`src/rtl/assert_macros.svh`:
```
// assertion macros shared by the rtl modules
`ifndef ASSERT_MACROS_SVH
`define ASSERT_MACROS_SVH

// same-cycle implication
`define ASSERT_IMPLY(name, clk, rst, ante, cons) \
  name: assert property (@(posedge clk) disable iff (rst) (ante) |-> (cons)) \
    else $error("assertion failed");

// next-cycle implication
`define ASSERT_NEXT(name, clk, rst, ante, cons) \
  name: assert property (@(posedge clk) disable iff (rst) (ante) |=> (cons)) \
    else $error("assertion failed");

`endif

```
`src/rtl/bssw_pkg.sv`:
```
// constants and types of the bilinear slice sampler
package bssw_pkg;

  localparam int MAX_WIDTH       = 512;
  localparam int MAX_HEIGHT      = 512;
  localparam int COORD_FRAC_BITS = 8;

  // fixed field widths
  localparam int COORD_W     = 19;
  localparam int SAMPLE_W    = 16;
  localparam int ADDR_W      = 18;
  localparam int SHADE_W     = 8;
  localparam int GAIN_W      = 24;
  localparam int GAIN_FRAC   = 16;
  localparam int SIZE_REG_W  = 10;
  localparam int CFG_DATA_W  = 24;
  localparam int CFG_INDEX_W = 2;

  // store geometry
  localparam int STORE_DEPTH = MAX_WIDTH * MAX_HEIGHT;
  localparam int STORE_AW    = $clog2(STORE_DEPTH);
  localparam int BANK_DEPTH  = STORE_DEPTH / 2;
  localparam int BANK_AW     = STORE_AW - 1;

  localparam int COL_W   = $clog2(MAX_WIDTH);
  localparam int ROW_W   = $clog2(MAX_HEIGHT);
  localparam int WSIZE_W = $clog2(MAX_WIDTH + 1);
  localparam int HSIZE_W = $clog2(MAX_HEIGHT + 1);
  localparam int IPART_W = COORD_W - COORD_FRAC_BITS;

  // weights and datapath widths
  localparam int ONE      = 1 << COORD_FRAC_BITS;
  localparam int WGT_W    = COORD_FRAC_BITS + 1;
  localparam int PROD1_W  = SAMPLE_W + WGT_W + 1;
  localparam int HSUM_W   = PROD1_W + 1;
  localparam int PROD2_W  = HSUM_W + WGT_W + 1;
  localparam int DIFF_W   = PROD2_W + 2;
  localparam int DU_W     = SAMPLE_W + 2 * COORD_FRAC_BITS;
  localparam int SCALE_W  = DU_W + GAIN_W;
  localparam int SHADE_SH = 2 * COORD_FRAC_BITS + GAIN_FRAC;
  localparam int HI_W     = SCALE_W - SHADE_SH;

  // register indexes
  localparam logic [CFG_INDEX_W-1:0] REG_WIDTH_IN_USE  = 2'd0;
  localparam logic [CFG_INDEX_W-1:0] REG_HEIGHT_IN_USE = 2'd1;
  localparam logic [CFG_INDEX_W-1:0] REG_WINDOW_LOW    = 2'd2;
  localparam logic [CFG_INDEX_W-1:0] REG_WINDOW_GAIN   = 2'd3;

  // commands
  localparam logic CMD_WRITE  = 1'b0;
  localparam logic CMD_SAMPLE = 1'b1;

  typedef struct packed {
    logic                cmd;
    logic [ADDR_W-1:0]   waddr;
    logic [SAMPLE_W-1:0] wdata;
    logic [STORE_AW-1:0] addr_a;
    logic [STORE_AW-1:0] addr_b;
    logic [WGT_W-1:0]    wx0;
    logic [WGT_W-1:0]    wx1;
    logic [WGT_W-1:0]    wy0;
    logic [WGT_W-1:0]    wy1;
  } req_t;

  typedef struct packed {
    logic signed [SAMPLE_W-1:0] s00;
    logic signed [SAMPLE_W-1:0] s01;
    logic signed [SAMPLE_W-1:0] s10;
    logic signed [SAMPLE_W-1:0] s11;
    logic [WGT_W-1:0]           wx0;
    logic [WGT_W-1:0]           wx1;
    logic [WGT_W-1:0]           wy0;
    logic [WGT_W-1:0]           wy1;
  } nbr_t;

endpackage

```
`src/rtl/bssw_shade.sv`:
```
// bilinear blend, window offset, gain scaling and saturation pipeline
`include "assert_macros.svh"

module bssw_shade (
  input  logic                                clk,
  input  logic                                rst,
  input  logic                                in_valid,
  output logic                                in_ready,
  input  bssw_pkg::nbr_t                      in_nbr,
  input  logic signed [bssw_pkg::SAMPLE_W-1:0] window_low,
  input  logic [bssw_pkg::GAIN_W-1:0]         window_gain,
  output logic                                out_valid,
  input  logic                                out_ready,
  output logic [bssw_pkg::SHADE_W-1:0]        shade
);
  import bssw_pkg::*;

  logic e4, e5, e6, e7, e8, eo;
  logic v4, v5, v6, v7, v8;

  logic signed [PROD1_W-1:0] m0, m1, m2, m3;
  logic [WGT_W-1:0]          wy0_4, wy1_4, wy0_5, wy1_5;
  logic signed [HSUM_W-1:0]  top5, bot5;
  logic signed [PROD2_W-1:0] n0, n1;
  logic signed [DIFF_W-1:0]  low_ext;
  logic signed [DIFF_W-1:0]  d_next;
  logic                      pos7, pos8;
  logic [DU_W-1:0]           du7;
  logic [SCALE_W-1:0]        prod8;
  logic [HI_W-1:0]           hi;

  assign eo       = !out_valid || out_ready;
  assign e8       = !v8 || eo;
  assign e7       = !v7 || e8;
  assign e6       = !v6 || e7;
  assign e5       = !v5 || e6;
  assign e4       = !v4 || e5;
  assign in_ready = e4;

  // window_low scaled into the weight fraction of the blend
  assign low_ext = {{(DIFF_W - SAMPLE_W - 2 * COORD_FRAC_BITS){window_low[SAMPLE_W-1]}},
                    window_low, {(2 * COORD_FRAC_BITS){1'b0}}};
  assign d_next  = DIFF_W'(n0) + DIFF_W'(n1) - low_ext;
  assign hi      = prod8[SCALE_W-1:SHADE_SH];

  always_ff @(posedge clk) begin
    if (rst) begin
      v4        <= 1'b0;
      v5        <= 1'b0;
      v6        <= 1'b0;
      v7        <= 1'b0;
      v8        <= 1'b0;
      out_valid <= 1'b0;
    end else begin
      if (e4) v4 <= in_valid;
      if (e5) v5 <= v4;
      if (e6) v6 <= v5;
      if (e7) v7 <= v6;
      if (e8) v8 <= v7;
      if (eo) out_valid <= v8;
    end
  end

  always_ff @(posedge clk) begin
    if (e4) begin
      m0    <= $signed(in_nbr.s00) * $signed({1'b0, in_nbr.wx0});
      m1    <= $signed(in_nbr.s01) * $signed({1'b0, in_nbr.wx1});
      m2    <= $signed(in_nbr.s10) * $signed({1'b0, in_nbr.wx0});
      m3    <= $signed(in_nbr.s11) * $signed({1'b0, in_nbr.wx1});
      wy0_4 <= in_nbr.wy0;
      wy1_4 <= in_nbr.wy1;
    end
    if (e5) begin
      top5  <= HSUM_W'(m0) + HSUM_W'(m1);
      bot5  <= HSUM_W'(m2) + HSUM_W'(m3);
      wy0_5 <= wy0_4;
      wy1_5 <= wy1_4;
    end
    if (e6) begin
      n0 <= top5 * $signed({1'b0, wy0_5});
      n1 <= bot5 * $signed({1'b0, wy1_5});
    end
    if (e7) begin
      pos7 <= !d_next[DIFF_W-1] && (d_next != '0);
      du7  <= d_next[DU_W-1:0];
    end
    if (e8) begin
      pos8  <= pos7;
      prod8 <= SCALE_W'(du7) * SCALE_W'(window_gain);
    end
    if (eo) begin
      if (!pos8) begin
        shade <= '0;
      end else if (|hi[HI_W-1:SHADE_W]) begin
        shade <= '1;
      end else begin
        shade <= hi[SHADE_W-1:0];
      end
    end
  end

  `ASSERT_NEXT(reset_empties_output, clk, 1'b0, rst, !out_valid && !v8 && !v4)

endmodule

```
`config.mk`:
```
export PLATFORM = sky130hd
export DESIGN_NAME = bssw_shade
export DESIGN_NICKNAME = d
export VERILOG_FILES = /design/src/rtl/bssw_pkg.sv /design/src/rtl/bssw_shade.sv
export VERILOG_INCLUDE_DIRS = /design/src /design/src/rtl
export SDC_FILE = /design/constraint.sdc
export NUM_CORES = 2
export LEC_CHECK = 0
export BUFFER_PORTS_ARGS = -buffer_cell sky130_fd_sc_hd__buf_2
export CAP_MARGIN = 10
export CELL_PAD_IN_SITES_DETAIL_PLACEMENT = 0
export CELL_PAD_IN_SITES_GLOBAL_PLACEMENT = 1
export CORE_UTILIZATION = 40
export DETAILED_ROUTE_END_ITERATION = 8
export PLACE_DENSITY = 0.71
export SETUP_SLACK_MARGIN = 0.15
export SYNTH_ARGS = -nofsm -noshare
export SYNTH_HDL_FRONTEND = slang
export SYNTH_SLANG_ARGS = --single-unit
export TNS_END_PERCENT = 100
```
`constraint.sdc`:
```
create_clock -name clk -period 7.4 [get_ports clk]
set_clock_uncertainty 0.1 [all_clocks]
set_input_delay 0.74 -clock clk [delete_from_list [all_inputs] [get_ports clk]]
set_output_delay 0.74 -clock clk [all_outputs]
set_load 0.01 [all_outputs]
```
After elaboration in Yosys (flattened, before gate mapping)
Cells that the tools add are included.
{"block": "totals", "regBits": 372, "input_bits": 144, "wordCells": 51}
{"block": "classes", "addsub": 4, "mul": 7, "mux": 1, "reduce_logical": 16}
{"op": "$mul A16 B10 Y26", "n": 4}
{"op": "$mul A27 B10 Y37", "n": 2}
{"op": "$mul A32 B24 Y56", "n": 1}
{"op": "$add A26 B26 Y27", "n": 2}
{"op": "$reduce_bool A39 Y1", "n": 1}
{"op": "$sub A38 B32 Y39", "n": 1}
{"op": "$add A37 B37 Y38", "n": 1}
{"op": "$reduce_or A16 Y1", "n": 1}
{"op": "$mux W8", "n": 1}
{"op": "$logic_not A1 Y1", "n": 7}
{"op": "$logic_or A1 B1 Y1", "n": 6}
{"op": "$logic_and A1 B1 Y1", "n": 1}

Longest topological paths before layout
{"block": "depth", "word_depth": 7, "mapped_depth": 28, "ltp_nobuf": 27}

Least setup slack after synthesis
OpenSTA, ideal clock, no wires.
{"block": "synth_timing", "kind": "input to register", "start": "input port window_gain[3] (netlist bit)", "end": "register prod8[54] (data pin)", "setup_ps": 258, "t_arrival_ps": 7102, "t_required_ps": 7042, "setup_slack_ps": -59, "cell_stages": 27, "path_cell_list": "clkbuf_1 > nand2_1 > fa_1 > inv_1 > fa_1 > inv_1 > fa_1 > fa_1 > inv_1 > fa_1 > fa_1 > inv_1 > fa_1 > inv_1 > ha_1 > a2111oi_0 > o21ai_0 > o2111ai_1 > and3_1 > and4b_1 > o32ai_1 > o22a_1 > a21o_1 > o221ai_1 > nand2b_1 > a21oi_1 > xnor2_1"}
{"block": "synth_between", "elab_chain_cells": 1}
{"element": "from (decl)", "line": "bssw_shade.sv:11", "text": "input logic [bssw_pkg::GAIN_W-1:0] window_gain,"}
{"element": "$mul A32 B24 Y56", "line": "bssw_shade.sv:89", "text": "prod8 <= SCALE_W'(du7) * SCALE_W'(window_gain);"}
{"element": "to (signal assigned)", "line": "bssw_shade.sv:89"}
{"element": "to (decl)", "line": "bssw_shade.sv:29", "text": "logic [SCALE_W-1:0] prod8;"}
No other way between the ends.
A chain may end at the register's enable or synchronous reset.

Final worst setup path
{"block": "layout_timing", "start": "register du7[11]", "end": "register prod8[50] (data pin)"}
{"block": "layout_between", "elab_chain_cells": 1}
{"element": "from (decl)", "line": "bssw_shade.sv:28", "text": "logic [DU_W-1:0] du7;"}
{"element": "from (signal assigned)", "line": "bssw_shade.sv:85", "text": "du7 <= d_next[DU_W-1:0];"}
{"element": "$mul A32 B24 Y56", "line": "bssw_shade.sv:89"}
No other way between the ends.

==> metrics.txt <==
Core ar.=around 190000 sq um; Die Span X=440 um; worst stage delay on the critical path=0.57 ns; maximum number of pins on one net before global-route repair=75; input/output buffers=roughly 150; DRC=0; CTS tree=done; Cell variety after synth=78; Seq/Total Area, Yosys=0.132; Post-Synth Adder-Cell Area=0.517; via count=52.7k; slowest CP cell=fa_2; Hold Slack=0.219 ns; XOR/XNOR Fraction of Synth Area=0.0313; Top delay family on crit path=adder cells; Max-slew headroom=0.320; share of cells above drive strength 1=0.0854; outcome=complete, but fails checks; worst skew pair latency=around 0.59 ns; clk sinks=340; met3 Usage GRT=0.0163; FFs w/ async S/R, synth=0; grt met1 use=0.258; initial antenna violation count=5; Post-DP HPWL=158 mm; drt via density=approximately 5; max_cap viols=0; critical path arrival=between 7 and 8 ns; area grow syn2layout=10.4%; hold buffers post-CTS=0; Max Slew Vio Count=0; Worst Max-Slew Pin Slew=1.02 ns; Critical Path Sink Type=register; Clock Tree Buf Depth=3; total CTS buffers=slightly above 40; post-detailed-route count of antenna-violating nets=0; post-synthesis mux area share=0.000407; DP Cell Count=10.7k; fin cells=roughly 11k; Crit path top cell by count=fa_1; WL per Instance=17.5 um; failing checks=negative setup slack; Mapped Area=76800 sq um; starting density of the core=0.403; final setup violation count=2; Post-Syn Nets=10.4k; H-tree depth=2; Seq cells post-synth=340; Worst-path clk slew=0.06 ns; fmax=between 100 and 150 MHz; minimum clock period=about 7.4 ns; fillcell total=18.4k; Worst EP required=7.73 ns; final setup TNS=-0.0317 ns; type of origin of the critical path=register; RSZ-0062 raised after global routing=yes; GP Congestion=0.890; ratio of final minimum period to clock period=1.00; Rows=160; most crowded layer after global routing=met2; vias in the first global route=57.5k; io pins=154; Detailed Routing Iterations Pass 1=7; Final WS setup=-0.0200 ns; WS Path Type=register to register; Simple-Gate Fraction of Synth Area=0.161; GRT met2 Usage=0.357; number of synthesized flops with an enable pin=334; Worst Hold Class=primary input to register; Final Routed Wirelength=~190 mm; total track usage=0.200; worst-path fanout max=8; largest family of logic cells by synthesized area=adder cells; first-pass GRT wire length=308 mm; Syn. warnings=0; fin util=0.445; DR iter-0 viols=2135; Crit path buffers/inverters=8; ys flop type=edfxtp_1; Synth Area in Compound Gates=0.0539; count of final hold-check violations=0; DIE HEIGHT=440 um; cell count after synthesis=about 8k; CTS Root Cell=clkbuf_16; Total Nets Final=10.6k; syn avg cell area=9.61 sq um; total die area=194000 sq um; GRT overflow=0
sequential cells by signal, summed over array words and instances (netlist names), 24 cells and up:
signal / cells
m2: 26
top5: 27
m0: 26
m1: 26
m3: 26
du7: 32
n0: 37
n1: 37
prod8: 24
bot5: 27
metrics by stage:
stage / worst slack (ns) / cell area (sq um)
5_1_grt: -0.201 / 84800
3_3_place_gp: -0.770 / 82200
4_1_cts: 0.0341 / 84200
3_5_place_dp: -0.788 / 82200
2_1_floorplan: 0.150 / 76800
6_report: -0.0200 / 84800
synthesized netlist by cell type (all sizes together) (40+ instances only):
cell type  count  area share
nand3         58      0.0038
clkbuf       242       0.012
a21o          93      0.0091
nor2         156      0.0076
nor3          58      0.0038
nand2        853       0.042
nor2b         40      0.0033
o21a          52      0.0051
fa          1566        0.41
a21oi        195       0.013
xnor2        205       0.023
edfxtp       334        0.13
ha           669        0.11
inv         1875       0.092
and2        1087       0.089
xor2          69      0.0079
o21ai         89      0.0058
final timing paths:
check	from	endpoint	slack, ns	cells after the start
worst max-delay path	du7[11]$_DFFE_PP_	prod8[50]$_DFFE_PP_	-0.02	29
worst min-delay path	in_nbr[11]	wy0_4[2]$_DFFE_PP_	0.22	1
worst max register to register	du7[11]$_DFFE_PP_	prod8[50]$_DFFE_PP_	-0.02	29
worst min register to register	wy1_4[5]$_DFFE_PP_	wy1_5[5]$_DFFE_PP_	0.32	0
kinds of logic (layout without fill, tap and decap cells):
logic type,after synthesis,after routing
AND/OR/NAND/NOR,2392,2392
adder cells (fa/ha/maj),2235,2235
buffers and inverters,2122,2416
AO/OA/AOI/OAI,620,620
flip-flops,340,340
XOR/XNOR,274,274
multiplexers,3,3
other,0,2
timing repair:
| action | 4_1_cts | 5_1_grt |
|---|---|---|
| gates cloned | 3 | 2 |
| endpoints found under the setup margin | 11 | 12 |
| setup buffers | 25 | 16 |
| pin swaps | 69 | 80 |
| resized for setup | 83 | 102 |
final cells by class:
cell class	count	area (sq um)	share of cell area
diodes	2	5.00	0.0000590
well taps	2511	3140	0.0371
repair buffers	467	3820	0.0451
multi-input cells	5524	59300	0.699
flip-flops and latches	340	10100	0.120
clock buffers	43	1030	0.0122
inverters	1875	7040	0.0830
clock inverters	31	289	0.00341
routing by layer:
metal / part of all wire / vias up
met3: 0.033 / 212
met1: 0.43 / 27000
met5: 0.00011 / -
met2: 0.50 / 879
li1: - / 24600
met4: 0.032 / 4
worst reg2reg max path: cells and delay by family, from the launching register on:
kind                       cells  cell delay, ns
buffers and inverters          8            0.91
and+or+nand+nor                5            0.69
adders and majority gates      8            3.71
AOI/OAI and AO/OA              8            1.39
DFF                            1            0.46
layout by cell type, fill, tap and decap left out, types with 20 or more instances in the layout:
master and count:
a21o_1 93, a21oi_1 186, a31oi_1 22, and2_1 1075, and3_1 22, buf_12 38
buf_2 151, buf_4 248, clkbuf_16 43, edfxtp_1 334, fa_1 1526, fa_2 40
ha_1 649, inv_1 1855, inv_2 20, nand2_1 843, nand2b_1 23, nand3_1 55
nand4_1 22, nor2_1 154, nor2b_1 39, nor3_1 56, o21a_1 52, o21ai_0 81
o21bai_1 36, or3_1 20, xnor2_1 203, xor2_1 69
Power is not shown: default switching activity piles up to over one toggle a cycle in this logic, so the estimate is an artifact.
