File: src/rtl/assert_macros.svh
// assertion macros shared by the rtl modules
`ifndef ASSERT_MACROS_SVH
`define ASSERT_MACROS_SVH

// same-cycle implication
`define ASSERT_IMPLY(name, clk, rst, ante, cons) \
  name: assert property (@(posedge clk) disable iff (rst) (ante) |-> (cons)) \
    else $error("assertion failed");

// next-cycle implication
`define ASSERT_NEXT(name, clk, rst, ante, cons) \
  name: assert property (@(posedge clk) disable iff (rst) (ante) |=> (cons)) \
    else $error("assertion failed");

`endif

File: src/rtl/bssw_pkg.sv
// constants and types of the bilinear slice sampler
package bssw_pkg;

  localparam int MAX_WIDTH       = 512;
  localparam int MAX_HEIGHT      = 512;
  localparam int COORD_FRAC_BITS = 8;

  // fixed field widths
  localparam int COORD_W     = 19;
  localparam int SAMPLE_W    = 16;
  localparam int ADDR_W      = 18;
  localparam int SHADE_W     = 8;
  localparam int GAIN_W      = 24;
  localparam int GAIN_FRAC   = 16;
  localparam int SIZE_REG_W  = 10;
  localparam int CFG_DATA_W  = 24;
  localparam int CFG_INDEX_W = 2;

  // store geometry
  localparam int STORE_DEPTH = MAX_WIDTH * MAX_HEIGHT;
  localparam int STORE_AW    = $clog2(STORE_DEPTH);
  localparam int BANK_DEPTH  = STORE_DEPTH / 2;
  localparam int BANK_AW     = STORE_AW - 1;

  localparam int COL_W   = $clog2(MAX_WIDTH);
  localparam int ROW_W   = $clog2(MAX_HEIGHT);
  localparam int WSIZE_W = $clog2(MAX_WIDTH + 1);
  localparam int HSIZE_W = $clog2(MAX_HEIGHT + 1);
  localparam int IPART_W = COORD_W - COORD_FRAC_BITS;

  // weights and datapath widths
  localparam int ONE      = 1 << COORD_FRAC_BITS;
  localparam int WGT_W    = COORD_FRAC_BITS + 1;
  localparam int PROD1_W  = SAMPLE_W + WGT_W + 1;
  localparam int HSUM_W   = PROD1_W + 1;
  localparam int PROD2_W  = HSUM_W + WGT_W + 1;
  localparam int DIFF_W   = PROD2_W + 2;
  localparam int DU_W     = SAMPLE_W + 2 * COORD_FRAC_BITS;
  localparam int SCALE_W  = DU_W + GAIN_W;
  localparam int SHADE_SH = 2 * COORD_FRAC_BITS + GAIN_FRAC;
  localparam int HI_W     = SCALE_W - SHADE_SH;

  // register indexes
  localparam logic [CFG_INDEX_W-1:0] REG_WIDTH_IN_USE  = 2'd0;
  localparam logic [CFG_INDEX_W-1:0] REG_HEIGHT_IN_USE = 2'd1;
  localparam logic [CFG_INDEX_W-1:0] REG_WINDOW_LOW    = 2'd2;
  localparam logic [CFG_INDEX_W-1:0] REG_WINDOW_GAIN   = 2'd3;

  // commands
  localparam logic CMD_WRITE  = 1'b0;
  localparam logic CMD_SAMPLE = 1'b1;

  typedef struct packed {
    logic                cmd;
    logic [ADDR_W-1:0]   waddr;
    logic [SAMPLE_W-1:0] wdata;
    logic [STORE_AW-1:0] addr_a;
    logic [STORE_AW-1:0] addr_b;
    logic [WGT_W-1:0]    wx0;
    logic [WGT_W-1:0]    wx1;
    logic [WGT_W-1:0]    wy0;
    logic [WGT_W-1:0]    wy1;
  } req_t;

  typedef struct packed {
    logic signed [SAMPLE_W-1:0] s00;
    logic signed [SAMPLE_W-1:0] s01;
    logic signed [SAMPLE_W-1:0] s10;
    logic signed [SAMPLE_W-1:0] s11;
    logic [WGT_W-1:0]           wx0;
    logic [WGT_W-1:0]           wx1;
    logic [WGT_W-1:0]           wy0;
    logic [WGT_W-1:0]           wy1;
  } nbr_t;

endpackage

File: src/rtl/bssw_front.sv
// input register, axis clamping and flat neighbor address generation
`include "assert_macros.svh"

module bssw_front (
  input  logic                                 clk,
  input  logic                                 rst,
  input  logic                                 in_valid,
  output logic                                 in_ready,
  input  logic                                 in_cmd,
  input  logic [bssw_pkg::ADDR_W-1:0]          in_waddr,
  input  logic [bssw_pkg::SAMPLE_W-1:0]        in_wdata,
  input  logic signed [bssw_pkg::COORD_W-1:0]  in_col,
  input  logic signed [bssw_pkg::COORD_W-1:0]  in_row,
  input  logic [bssw_pkg::WSIZE_W-1:0]         width_eff,
  input  logic [bssw_pkg::HSIZE_W-1:0]         height_eff,
  output logic                                 out_valid,
  input  logic                                 out_ready,
  output bssw_pkg::req_t                       out_req
);
  import bssw_pkg::*;

  localparam int CCMP_W = (IPART_W > WSIZE_W) ? IPART_W : WSIZE_W;
  localparam int RCMP_W = (IPART_W > HSIZE_W) ? IPART_W : HSIZE_W;
  localparam int RO_W   = ROW_W + WSIZE_W;

  logic               en1;
  logic               en2;
  logic [IPART_W-1:0] col_ip;
  logic [IPART_W-1:0] row_ip;
  logic [COL_W-1:0]   col_base;
  logic [ROW_W-1:0]   row_base;
  logic [WGT_W-1:0]   col_frac;
  logic [WGT_W-1:0]   row_frac;

  logic                v1;
  logic                cmd1;
  logic [ADDR_W-1:0]   waddr1;
  logic [SAMPLE_W-1:0] wdata1;
  logic [COL_W-1:0]    cx1;
  logic [ROW_W-1:0]    ry1;
  logic [ROW_W-1:0]    ry1n;
  logic [WGT_W-1:0]    wx0_1;
  logic [WGT_W-1:0]    wx1_1;
  logic [WGT_W-1:0]    wy0_1;
  logic [WGT_W-1:0]    wy1_1;

  logic [RO_W-1:0]     row_off_a;
  logic [RO_W-1:0]     row_off_b;
  logic [STORE_AW-1:0] addr_a_next;
  logic [STORE_AW-1:0] addr_b_next;

  assign en2      = !out_valid || out_ready;
  assign en1      = !v1 || en2;
  assign in_ready = en1;

  assign col_ip = in_col[COORD_W-1:COORD_FRAC_BITS];
  assign row_ip = in_row[COORD_W-1:COORD_FRAC_BITS];

  // below zero: first cell, no weight on the upper neighbor
  // at or past the last index: last cell, full weight on the upper neighbor
  always_comb begin
    if (in_col[COORD_W-1]) begin
      col_base = '0;
      col_frac = '0;
    end else if (CCMP_W'(col_ip) >= CCMP_W'(width_eff) - CCMP_W'(1)) begin
      col_base = COL_W'(width_eff - WSIZE_W'(2));
      col_frac = WGT_W'(ONE);
    end else begin
      col_base = col_ip[COL_W-1:0];
      col_frac = {1'b0, in_col[COORD_FRAC_BITS-1:0]};
    end
  end

  always_comb begin
    if (in_row[COORD_W-1]) begin
      row_base = '0;
      row_frac = '0;
    end else if (RCMP_W'(row_ip) >= RCMP_W'(height_eff) - RCMP_W'(1)) begin
      row_base = ROW_W'(height_eff - HSIZE_W'(2));
      row_frac = WGT_W'(ONE);
    end else begin
      row_base = row_ip[ROW_W-1:0];
      row_frac = {1'b0, in_row[COORD_FRAC_BITS-1:0]};
    end
  end

  always_comb begin
    row_off_a   = RO_W'(ry1) * RO_W'(width_eff);
    row_off_b   = RO_W'(ry1n) * RO_W'(width_eff);
    addr_a_next = STORE_AW'(row_off_a + RO_W'(cx1));
    addr_b_next = STORE_AW'(row_off_b + RO_W'(cx1));
  end

  always_ff @(posedge clk) begin
    if (rst) begin
      v1        <= 1'b0;
      out_valid <= 1'b0;
    end else begin
      if (en1) begin
        v1 <= in_valid;
      end
      if (en2) begin
        out_valid <= v1;
      end
    end
  end

  always_ff @(posedge clk) begin
    if (en1) begin
      cmd1   <= in_cmd;
      waddr1 <= in_waddr;
      wdata1 <= in_wdata;
      cx1    <= col_base;
      ry1    <= row_base;
      ry1n   <= ROW_W'(row_base + ROW_W'(1));
      wx0_1  <= WGT_W'(ONE) - col_frac;
      wx1_1  <= col_frac;
      wy0_1  <= WGT_W'(ONE) - row_frac;
      wy1_1  <= row_frac;
    end
    if (en2) begin
      out_req.cmd    <= cmd1;
      out_req.waddr  <= waddr1;
      out_req.wdata  <= wdata1;
      out_req.addr_a <= addr_a_next;
      out_req.addr_b <= addr_b_next;
      out_req.wx0    <= wx0_1;
      out_req.wx1    <= wx1_1;
      out_req.wy0    <= wy0_1;
      out_req.wy1    <= wy1_1;
    end
  end

  `ASSERT_IMPLY(weights_sum_one, clk, rst, out_valid && out_req.cmd == CMD_SAMPLE, (out_req.wx0 + out_req.wx1 == WGT_W'(ONE)) && (out_req.wy0 + out_req.wy1 == WGT_W'(ONE)))

endmodule

File: config.mk
export PLATFORM = sky130hd
export DESIGN_NAME = bssw_front
export DESIGN_NICKNAME = d
export VERILOG_FILES = /design/src/rtl/bssw_pkg.sv /design/src/rtl/bssw_front.sv
export VERILOG_INCLUDE_DIRS = /design/src /design/src/rtl
export SDC_FILE = /design/constraint.sdc
export NUM_CORES = 1
export LEC_CHECK = 0
export BUFFER_PORTS_ARGS = -buffer_cell sky130_fd_sc_hd__buf_2
export CAP_MARGIN = 0
export CORE_ASPECT_RATIO = 2
export CORE_MARGIN = 5
export CORE_UTILIZATION = 55
export DETAILED_ROUTE_END_ITERATION = 7
export GPL_ROUTABILITY_DRIVEN = 1
export PLACE_DENSITY = 0.77
export SYNTH_ARGS = -nofsm -noshare
export SYNTH_HDL_FRONTEND = slang
export SYNTH_SLANG_ARGS = --single-unit
export TNS_END_PERCENT = 50
File: constraint.sdc
create_clock -name clk -period 12.4 [get_ports clk]
set_input_delay 1.86 -clock clk [delete_from_list [all_inputs] [get_ports clk]]
set_output_delay 1.86 -clock clk [all_outputs]
set_load 0.005 [all_outputs]
; Yosys cells after proc, flatten, opt, wreduce, memory -nomap -nowiden
; Cells that the tools add are included.
[word_totals]
ff_bits = 207
in_bits = 97
out_inout_bits = 109
word_cells = 45
[classes]
addsub = 9
mul = 2
n_lt_le_gt_ge = 2
mux = 7
reduce_logical = 4
[op_table]
columns = op, n
row1 = 9-bit 2-to-1 mux, 7
row2 = 18-bit by 9-bit adder with 18-bit output, 2
row3 = 9-bit by 10-bit multiplier with 18-bit output, 2
row4 = 11-bit >= comparator, 2
row5 = 10-bit by 1-bit subtractor with 11-bit output (second input constant), 2
row6 = 9-bit by 2-bit subtractor with 9-bit output (second input constant), 2
row7 = 9-bit subtractor (first input constant), 2
row8 = 9-bit by 1-bit adder with 9-bit output (second input constant), 1
row9 = 1-bit logical NOT, 2
row10 = 1-bit logical OR, 2

; Logic depth before layout (Yosys ltp)
[logic_depth]
ltp_word = 5
mapped_depth = 21
mapped_depth_nobuf = 19

; Least setup slack after synthesis
; Ideal clock, no wire load.
[synth_path]
path_type = input to register
startpoint = input port width_eff[5] (netlist bit)
endpoint = register out_req[52] (netlist bit), data pin
arrival_ps = 6761
required_time_ps = 12142
slack_ps = 5382
path_stages = 21
n_path_buf = 3
cell_sequence = clkbuf_1 -> clkbuf_1 -> nand2_1 -> fa_1 -> inv_1 -> fa_1 -> inv_1 -> fa_1 -> inv_1 -> fa_1 -> inv_1 -> fa_1 -> inv_1 -> ha_1 -> clkbuf_1 -> nand4_1 -> nor4b_1 -> nor4b_1 -> o41ai_1 -> a21oi_1 -> xnor2_1
[synth_between]
elab_chain_len = 2
[synth_rtl]
columns = item, line
row1 = "start, declared", bssw_front.sv:14  ; input logic [bssw_pkg::WSIZE_W-1:0] width_eff,
row2 = 9-bit by 10-bit multiplier with 18-bit output, bssw_front.sv:89  ; row_off_b = RO_W'(ry1n) * RO_W'(width_eff);
row3 = 18-bit by 9-bit adder with 18-bit output, bssw_front.sv:91  ; addr_b_next = STORE_AW'(row_off_b + RO_W'(cx1));
row4 = named net addr_b_next[16], bssw_front.sv:50  ; logic [STORE_AW-1:0] addr_b_next;
row5 = "end, declared", bssw_front.sv:18  ; output bssw_pkg::req_t out_req
; The timed path passes the listed nets, and every way through them passes these cells.
; A chain may end at the register's enable or synchronous reset.

; Worst setup path after layout
[layout_path]
startpoint = input port width_eff[7] (netlist bit)
endpoint = register out_req[70] (netlist bit), data pin
[layout_between]
elab_chain_len = 2
[layout_rtl]
columns = item, line
row1 = 9-bit by 10-bit multiplier with 18-bit output, bssw_front.sv:88  ; row_off_a = RO_W'(ry1) * RO_W'(width_eff);
row2 = 18-bit by 9-bit adder with 18-bit output, bssw_front.sv:90  ; addr_a_next = STORE_AW'(row_off_a + RO_W'(cx1));
row3 = named net addr_a_next[16], bssw_front.sv:49  ; logic [STORE_AW-1:0] addr_a_next;
; The timed path passes the listed nets, and every way through them passes these cells.

==> impl_metrics.env <==
export IMPL_run_status="finished, final reports clean"
export IMPL_drt_iter0_markers=593
export IMPL_fillerInstances=2111
export IMPL_period_utilisation_layout_pct=53.8
export IMPL_netlist_instances=1261
export IMPL_critPathRequiredTime_ns=12.66
export IMPL_clk_insertion_delay_late_ns=0.51
export IMPL_first_pass_grt_wire_length_mm=51.6
export IMPL_fin_crit_ns=6.67
export IMPL_synth_area_per_cell_um2=11.6
export IMPL_grt_setup_unrepaired="no"
export IMPL_critical_path_top_delay_family="adder cells"
export IMPL_numClockSinks=203
export IMPL_maxCapViolations=0
export IMPL_post_synth_main_area_contributors="sky130_fd_sc_hd__edfxtp_1, sky130_fd_sc_hd__fa_1, sky130_fd_sc_hd__ha_1"
export IMPL_hold_class="flip-flop to flip-flop"
export IMPL_yosysMostFrequentCell="sky130_fd_sc_hd__edfxtp_1"
export IMPL_worst_path_buf_inv=6
export IMPL_slew_of_the_pin_with_the_lowest_slew_margin_ns=0.833
export IMPL_core_region_area_um2=26300
export IMPL_timing_critical_path_arrival_ns=6.93
export IMPL_via_per_instance_ratio=5.53
export IMPL_grt_total_usage_pct=21.3
export IMPL_worstSetupStartpointType="input pin"
export IMPL_synthArstFlopShare_pct=0
export IMPL_cts_buffers=18
export IMPL_crit_type="input pin to flip-flop"
export IMPL_cts_hold_buffers=0
export IMPL_post_cts_setup_buffers=0
export IMPL_drt_pass1_iter_count=5
export IMPL_crit_slowest_cell="sky130_fd_sc_hd__fa_1"
export IMPL_slew_headroom_pct=44.5
export IMPL_hpwl_after_detailed_placement_mm=24.3
export IMPL_postSynthRegisterBits=203
export IMPL_post_synth_num_cell_types=66
export IMPL_finalClockSkew_ns=0.0159
export IMPL_p_leak_nw=7.82
export IMPL_synth_top_flop_cell="sky130_fd_sc_hd__edfxtp_1"
export IMPL_syn_to_final_growth_pct=13.1
export IMPL_start_util_pct=55.8
export IMPL_synth_warning_count=0
export IMPL_clock_path_buffers=3
export IMPL_cts_tree="built"
export IMPL_crit_path_max_incr_delay_ns=0.55
export IMPL_worstPathCellList="buf_2, nand2_1, fa_1, inv_1, fa_1, inv_1, fa_1, inv_1, fa_1, inv_1, fa_1, inv_1, ha_1, nand4_1, nor4b_1, a41oi_1, a2111oi_2, a221oi_1, xnor2_1"
export IMPL_num_antenna_cells=0
export IMPL_finalCoreUtilization_pct=63.1
export IMPL_ctsHtreeMaxLevel=1
export IMPL_synth_edff_count=201
export IMPL_die_area_um2=30200
export IMPL_first_global_vias=10672
export IMPL_final_net_count=1790
export IMPL_grt_max_degree=62
export IMPL_route_detailed_drc=0
export IMPL_ios=206
export IMPL_endpoint_kind="flip-flop"
export IMPL_detail_route_wl_per_cell_um=17.5
export IMPL_synth_largest_area_cell="sky130_fd_sc_hd__edfxtp_1"
export IMPL_clock_fmax_ghz=0.150
export IMPL_setup_violations=0
export IMPL_worst_ir_drop_vdd_v=0.000133
export IMPL_antenna_left=0
export IMPL_portBuffers=205
export IMPL_cts_root_buf="sky130_fd_sc_hd__clkbuf_16"
export IMPL_pwr_per_cell_area_nw_per_um2=180
export IMPL_num_vias=9929
export IMPL_timing_max_transition_violations_final=0
export IMPL_timing_hold_violations_final=0
export IMPL_route_final_wire_length_mm=31.4
export IMPL_place_congestion=0.899
export IMPL_fp_dieH_um=241
export IMPL_fin_tns_setup_ns=0
export IMPL_ys_seq_area_share_pct=41.4
export IMPL_synth_cells_most_frequent="sky130_fd_sc_hd__edfxtp_1, sky130_fd_sc_hd__inv_1, sky130_fd_sc_hd__and2_1"
export IMPL_yosysTopAreaCellShare_pct=41.2
export IMPL_core_rowCount=84
export IMPL_total_congestion_overflow_after_global_routing=0
export IMPL_clk_transition_reported_paths_ns=0.07
export IMPL_synthesis_area_um2=14700
export IMPL_post_cts_resized=0
export IMPL_worstPathMaxFanout=24
export IMPL_antenna_found_initial=0
export IMPL_floorplan_die_width_um=125
export IMPL_synthesis_nets=1613
export IMPL_fraction_of_final_layout_cells_sized_beyond_drive_strength_1_pct=17.4
[cell type report]
| cell class | instances | area [µm²] | share of cell area (%) |
|---|---|---|---|
| multi-input combinational | 866 | 7850 | 47.3 |
| sequential | 203 | 6080 | 36.6 |
| timing repair buffer | 208 | 1050 | 6.32 |
| inverter | 141 | 532 | 3.21 |
| clock buffer | 18 | 450 | 2.72 |
| tap | 344 | 430 | 2.60 |
| clock inverter | 14 | 199 | 1.20 |
[metal layers]
layer / track usage (%) / routed length [µm] / up-vias
met4: 11.5 / 1740 / 0
met5: 0 / 0 / -
met3: 3.01 / 1740 / 94
met2: 40.5 / 17500 / 311
met1: 22.3 / 10500 / 4870
li1: - / - / 4654
[metrics by stage]
step | instances | hold slack (ns) | instance area [µm²] | setup WS (ns) | total power [mW]
after floorplan | 1261 | 0.400 | 14700 | 5.38 | 2.02
after global routing | 1794 | 0.423 | 16600 | 5.32 | 3.26
after detailed placement | 1762 | 0.405 | 15900 | 5.24 | 2.40
after CTS | 1794 | 0.416 | 16600 | 5.76 | 3.04
after global placement | 1762 | 0.400 | 15900 | 5.31 | 2.37
final | 1794 | 0.420 | 16600 | 5.73 | 2.99
[cells in the final DEF (no fill, tap or decap), types with 22 or more instances in the layout]
cell type / n
sky130_fd_sc_hd__a21oi_1: 36
sky130_fd_sc_hd__and2_1: 134
sky130_fd_sc_hd__buf_2: 205
sky130_fd_sc_hd__edfxtp_1: 201
sky130_fd_sc_hd__fa_1: 122
sky130_fd_sc_hd__ha_1: 133
sky130_fd_sc_hd__inv_1: 140
sky130_fd_sc_hd__nand2_1: 95
sky130_fd_sc_hd__nand3_1: 28
sky130_fd_sc_hd__nor2_1: 56
sky130_fd_sc_hd__nor3_1: 22
sky130_fd_sc_hd__xnor2_1: 45
sky130_fd_sc_hd__xor2_1: 29
[flip-flops by register name, summed over array words and instances, names as in the netlist]
signal     cells
out_req      105
wdata1        16
waddr1        18
wy0_1          9
cmd1           1
cx1            9
v1             1
ry1            9
wx1_1          8
wy1_1          8
out_valid      1
wx0_1          9
ry1n           9
[worst paths after layout]
kind,depth (start not counted),slack (ns),from,endpoint
setup reg to reg,18,6.87,ry1[0],out_req[70]
hold reg to reg,0,0.42,wx1_1[2],out_req[20]
setup / recovery,19,5.73,width_eff[7],out_req[70]
hold / removal,0,0.42,wx1_1[2],out_req[20]
[cells by family after synthesis]
kind of cell / count (synthesis) / share of synthesized area [%]
buffers and inverters: 192 / 5.08
muxes: 3 / 0.213
xor gates and xnor gates: 74 / 4.42
AOI/OAI and AO/OA: 146 / 7.00
adders and majority gates: 255 / 28.0
and+or+nand+nor: 388 / 13.8
DFF: 203 / 41.4
[power by group]
part / leakage (nW) / total, mW / switching, mW / internal, mW
combinational: 5.28 / 1.40 / 0.793 / 0.607
sequential: 2.23 / 0.977 / 0.0475 / 0.930
clock: 0.316 / 0.615 / 0.259 / 0.356
total: 7.82 / 2.99 / 1.10 / 1.89
No activity file was read; power rests on OpenSTA's default activity.
